==> src/design/qrm_pkg.sv <==
`timescale 1ns / 1ps
`default_nettype none
package qrm_pkg;
  localparam int IN_W     = 16;
  localparam int OUT_W    = 16;
  localparam int OUT_FRAC = 14;
  localparam int LIM_W    = 16;
  localparam int PROD_W   = 32;
  localparam int S_W      = 33;
  localparam int NUM_W    = 35;
  localparam int REM_W    = 34;
  localparam int Q_W      = OUT_FRAC + 2;
  localparam int NUM_ENT  = 9;
  localparam int DIV_STEPS = Q_W;

  typedef struct packed {
    logic             neg;
    logic [REM_W-1:0] rem;
    logic [Q_W-1:0]   q;
  } lane_t;

  typedef struct packed {
    logic                     valid;
    logic                     slot;
    logic                     degen;
    logic [S_W-1:0]           s;
    lane_t [NUM_ENT-1:0]      lanes;
  } pipe_t;
endpackage
`default_nettype wire

==> src/design/qrm_div_step.sv <==
`timescale 1ns / 1ps
`default_nettype none
module qrm_div_step (
  input  wire logic           clk,
  input  wire logic           rst_n,
  input  wire logic           en,
  input  wire logic           first,
  input  wire qrm_pkg::pipe_t pipe_i,
  output qrm_pkg::pipe_t      pipe_o
);
  qrm_pkg::pipe_t pipe_nxt, pipe_r;

  // one quotient bit per lane; the first step gives the integer bit
  always_comb begin
    logic [qrm_pkg::REM_W-1:0] t;
    logic [qrm_pkg::REM_W-1:0] sx;
    logic ge;
    pipe_nxt = pipe_i;
    sx = qrm_pkg::REM_W'(pipe_i.s);
    for (int k = 0; k < qrm_pkg::NUM_ENT; k++) begin
      t  = first ? pipe_i.lanes[k].rem : (pipe_i.lanes[k].rem << 1);
      ge = (t >= sx);
      pipe_nxt.lanes[k].rem = ge ? (t - sx) : t;
      pipe_nxt.lanes[k].q   = {pipe_i.lanes[k].q[qrm_pkg::Q_W-2:0], ge};
    end
  end

  always_ff @(posedge clk) begin
    if (!rst_n) begin
      pipe_r.valid <= 1'b0;
    end else if (en) begin
      pipe_r.valid <= pipe_nxt.valid;
    end
    if (en) begin
      pipe_r.slot  <= pipe_nxt.slot;
      pipe_r.degen <= pipe_nxt.degen;
      pipe_r.s     <= pipe_nxt.s;
      pipe_r.lanes <= pipe_nxt.lanes;
    end
  end

  assign pipe_o = pipe_r;
endmodule
`default_nettype wire

==> config.mk <==
export PLATFORM = sky130hd
export DESIGN_NAME = qrm_div_step
export DESIGN_NICKNAME = d
export VERILOG_FILES = /design/src/design/qrm_pkg.sv /design/src/design/qrm_div_step.sv
export SDC_FILE = /design/constraint.sdc
export NUM_CORES = 1
export LEC_CHECK = 0
export BUFFER_PORTS_ARGS = -buffer_cell sky130_fd_sc_hd__buf_2
export CORE_AREA = 2 2 386 388
export DETAILED_ROUTE_END_ITERATION = 8
export DIE_AREA = 0 0 388 390
export SETUP_SLACK_MARGIN = 0.5
export SLEW_MARGIN = 30
export SYNTH_ARGS = -nofsm -noshare
export SYNTH_HDL_FRONTEND = slang
export SYNTH_SLANG_ARGS = --single-unit
==> constraint.sdc <==
create_clock -name clk -period 7.85 [get_ports clk]
set_input_delay 1.57 -clock clk [delete_from_list [all_inputs] [get_ports clk]]
set_output_delay 1.57 -clock clk [all_outputs]
set_load 0.01 [all_outputs]
=== Word-level counts from Yosys, hierarchy flattened ===
Cells that the tools add are included.

* Add/sub/neg operators: 9
* $lt $le $gt $ge: 9
* Mux-type cells: 18

{| class="wikitable"
|+ Operator list
! operator !! number
|-
| $mux 34 || 18
|-
| $ge 34x33->1 || 9
|-
| $sub 34x33->34 || 9
|}

* Register bits after elaboration: 495
* Input bits: 499
* Output and inout port bits: 495
* Logic and storage cells: 67

=== Logic depth before layout (Yosys ltp) ===
* Depth in word-level cells: 3
* Depth in mapped cells: 22
* Depth with buffers taken out: 15

=== Worst setup path before layout ===
OpenSTA, ideal clock, no wires.

* Path type: input -> register
* Start: input first
* End: register pipe_r (netlist bit pipe_o[279]), data pin
* Library setup time: 260 ps
* Arrival: 5607 ps
* Required time: 7590 ps
* Slack: 1983 ps
* Cell stages on the path: 16
* Path buffers: 5
* Cells stage by stage: buf_2 buf_1 clkbuf_1 clkbuf_1 mux2_2 fa_1 a211o_1 a21oi_2 o211ai_2 o31a_1 a22o_1 o31ai_4 or4_4 nand2_4 buf_8 mux2_4

{| class="wikitable"
|+ RTL lines
! what !! RTL line !! source
|-
| start: declaration || qrm_div_step.sv:7 || <nowiki>input wire logic first,</nowiki>
|-
| end: declaration || qrm_div_step.sv:11 || <nowiki>qrm_pkg::pipe_t pipe_nxt, pipe_r;</nowiki>
|}

==> impl_metrics.json <==
{
  "cts_resized": 0,
  "place_ws_ns": 1.30,
  "ys_ff_latch": 495,
  "holdCritStartpoint": "pipe_o[494]$_SDFFE_PN0P_",
  "fin_crit_sh": 0.789,
  "tns_ns": 0,
  "grt_use_total": 0.224,
  "ys_async_sr_fraction": 0,
  "io_buffers": 984,
  "wire_per_inst_um": 27.0,
  "post_cts_buffers": 0,
  "place_congestion": 0.930,
  "setup.worst_path.end_class": "flip-flop",
  "outcome": "complete, no violations",
  "cts_made_buffers": 69,
  "grt_start_max_net_pins": 154,
  "drive_above_1_share": 0.357,
  "first_global_vias": 32300,
  "rr_startpoint": "pipe_o[494]$_SDFFE_PN0P_",
  "clock_sink_count": 495,
  "die_w_um": 388,
  "syn2layout_area_growth_pct": 25.3,
  "drv_slew": 0,
  "syn_area_um2": 37700,
  "syn_nets": 4362,
  "syn_avg_cell_area_um2": 10.6,
  "fin_crit_ns": 6.19,
  "yosys_warnings": 0,
  "hpwl_um": 140000,
  "finalSetupViolCount": 0,
  "clk-insertion-delay-late_ns": 0.66,
  "ios": 994,
  "row_count": 141,
  "worst_pin_slew_ns": 1.20,
  "initial_core_util": 0.257,
  "crit_fanout": 92,
  "largest_register_ffs": 495,
  "powerDensity_nw_per_um2": 223,
  "hold_end": "pipe_o[494]$_SDFFE_PN0P_",
  "postSynthCellCount": 3557,
  "ant_nets": 0,
  "hold_violations": 0,
  "grt_pass1_wl_um": 241000,
  "required_ns": 8.29,
  "layout_setup_ws_ns": 1.66,
  "die_h_um": 390,
  "hold_depth": 2,
  "num_vias": 33300,
  "grt-ovfl-total": 0,
  "drtIter0Drc": 2382,
  "coreArea_um2": 147000,
  "die-area_um2": 151000,
  "cap_violations": 0,
  "crit_type": "in2reg",
  "skew_ns": 0,
  "seq_area_frac_synth": 0.394,
  "synth_edf_count": 494,
  "max-slew-margin-rel": 0.201,
  "rsz0062_at_grt": "no",
  "dr.pass1.iters": 5,
  "leakagePower_uw": 0.0202,
  "synth_cell_types": 96,
  "start_kind": "input port",
  "r2r_end": "pipe_o[494]$_SDFFE_PN0P_",
  "cts_tree": "done",
  "ir_drop_v": 0.000133,
  "h-tree-depth": 3,
  "synth_ff_type": "edfxtp_1",
  "r2r_slack_ns": 7.23,
  "drc_errors": 0,
  "hold_class": "reg2reg",
  "vias_per_cell": 5.09,
  "cts_buffer_depth": 3,
  "num-nets-final": 5345,
  "antenna_found_initial": 87,
  "arrival_ns": 6.63,
  "fmax_mhz": 161,
  "cts_root_buf": "clkbuf_16",
  "hold_buffers": 0,
  "clkTransAtPathRegs_ns": 0.06,
  "reg2reg_depth": 2,
  "finalWirelength_um": 177000
}
[per-stage QoR]
stage / hold WS, ns / power (uW) / utilization / cells / cell area, um^2
floorplan: 0.538 / 5920 / - / 3557 / 37700
global placement: 0.499 / 7360 / 0.306 / 6399 / 45000
detailed placement: 0.541 / 7370 / 0.306 / 6399 / 45000
CTS: 0.550 / 10700 / 0.321 / 6520 / 47200
global route: 0.583 / 11100 / 0.321 / 6535 / 47300
finish: 0.541 / 10500 / 0.321 / 6547 / 47300
[worst max path at each step]
stage / startpoint / cells after the start / to / slack (ns)
after global routing: first / 15 / pipe_o[147]$_DFFE_PP_ / 1.32
final: first / 14 / pipe_o[151]$_DFFE_PP_ / 1.66
after floorplan: first / 16 / pipe_o[279]$_DFFE_PP_ / 1.98
after detailed placement: first / 14 / pipe_o[146]$_DFFE_PP_ / 1.30
after CTS: first / 14 / pipe_o[146]$_DFFE_PP_ / 2.06
after global placement: first / 14 / pipe_o[146]$_DFFE_PP_ / 1.30
[cell usage after synthesis, drive strengths merged (44+ instances only)]
library cell / instances / area [um^2]
nand2: 222 / 848
o21bai: 47 / 353
nand4: 47 / 294
xnor2: 175 / 1530
xor2: 76 / 666
ha: 297 / 3720
nor2: 221 / 830
buf: 48 / 323
nor2b: 44 / 275
inv: 118 / 445
clkbuf: 80 / 302
o21ai: 180 / 905
nand3: 66 / 330
a21o: 185 / 1390
a21oi: 338 / 1710
edfxtp: 494 / 14800
mux2: 451 / 5230
o21a: 45 / 338
nor3: 50 / 260
[per-layer routing]
metal | share of wire | wire, um | track usage | vias to the layer above
met5 | 0.0023 | 409 | 0 | -
met4 | 0.051 | 9110 | 0.109 | 56
met3 | 0.074 | 13000 | 0.0573 | 325
met2 | 0.46 | 81300 | 0.363 | 1361
met1 | 0.41 | 73200 | 0.276 | 16100
li1 | - | - | - | 15500
[power by group]
group	switching, uW	internal [uW]
combinational	2210	1530
sequential	159	3450
clock	1390	1810
total	3750	6790
[area by class of cell]
type                            instances  area, um^2
Fill cell                           15200       99800
Multi-Input combinational cell       2816       21800
Tap cell                             1930        2410
Antenna cell                           27        67.6
Inverter                              118         447
Sequential cell                       495       14900
Clock buffer                           81        1770
Clock inverter                         40         485
Timing Repair Buffer                 1040        5430
[worst max-delay path: stages]
cell and delay [ns]:
buf_8 0.54, buf_4 0.39, mux2_2 0.40, ha_1 0.37, a21oi_1 0.16, o21bai_1 0.10
a2111oi_0 0.45, o41ai_1 0.15, a31oi_1 0.25, o21bai_1 0.16, a31oi_1 0.39, a31o_2 0.38
clkinv_2 0.67, a41o_1 0.46
[cell usage in the layout, fill, tap and decap left out, types with 69 or more instances in the layout]
cell type    n
a21oi_1    334
xor2_1      76
inv_1      101
nand2_1    220
nor2_1     221
o21ai_0    168
clkbuf_16   69
xnor2_1    175
a21o_1     185
ha_1       297
buf_2      982
mux2_2     399
edfxtp_1   494
[kinds of logic after synthesis]
| family | after synthesis | synth area share |
|---|---|---|
| AOI/OAI and AO/OA | 1017 | 0.176 |
| and+or+nand+nor | 773 | 0.0967 |
| DFF | 495 | 0.394 |
| muxes | 469 | 0.143 |
| adders and majority gates | 306 | 0.103 |
| xor gates and xnor gates | 251 | 0.0582 |
| buffers and inverters | 246 | 0.0283 |
(Power assumes the default switching activity.)
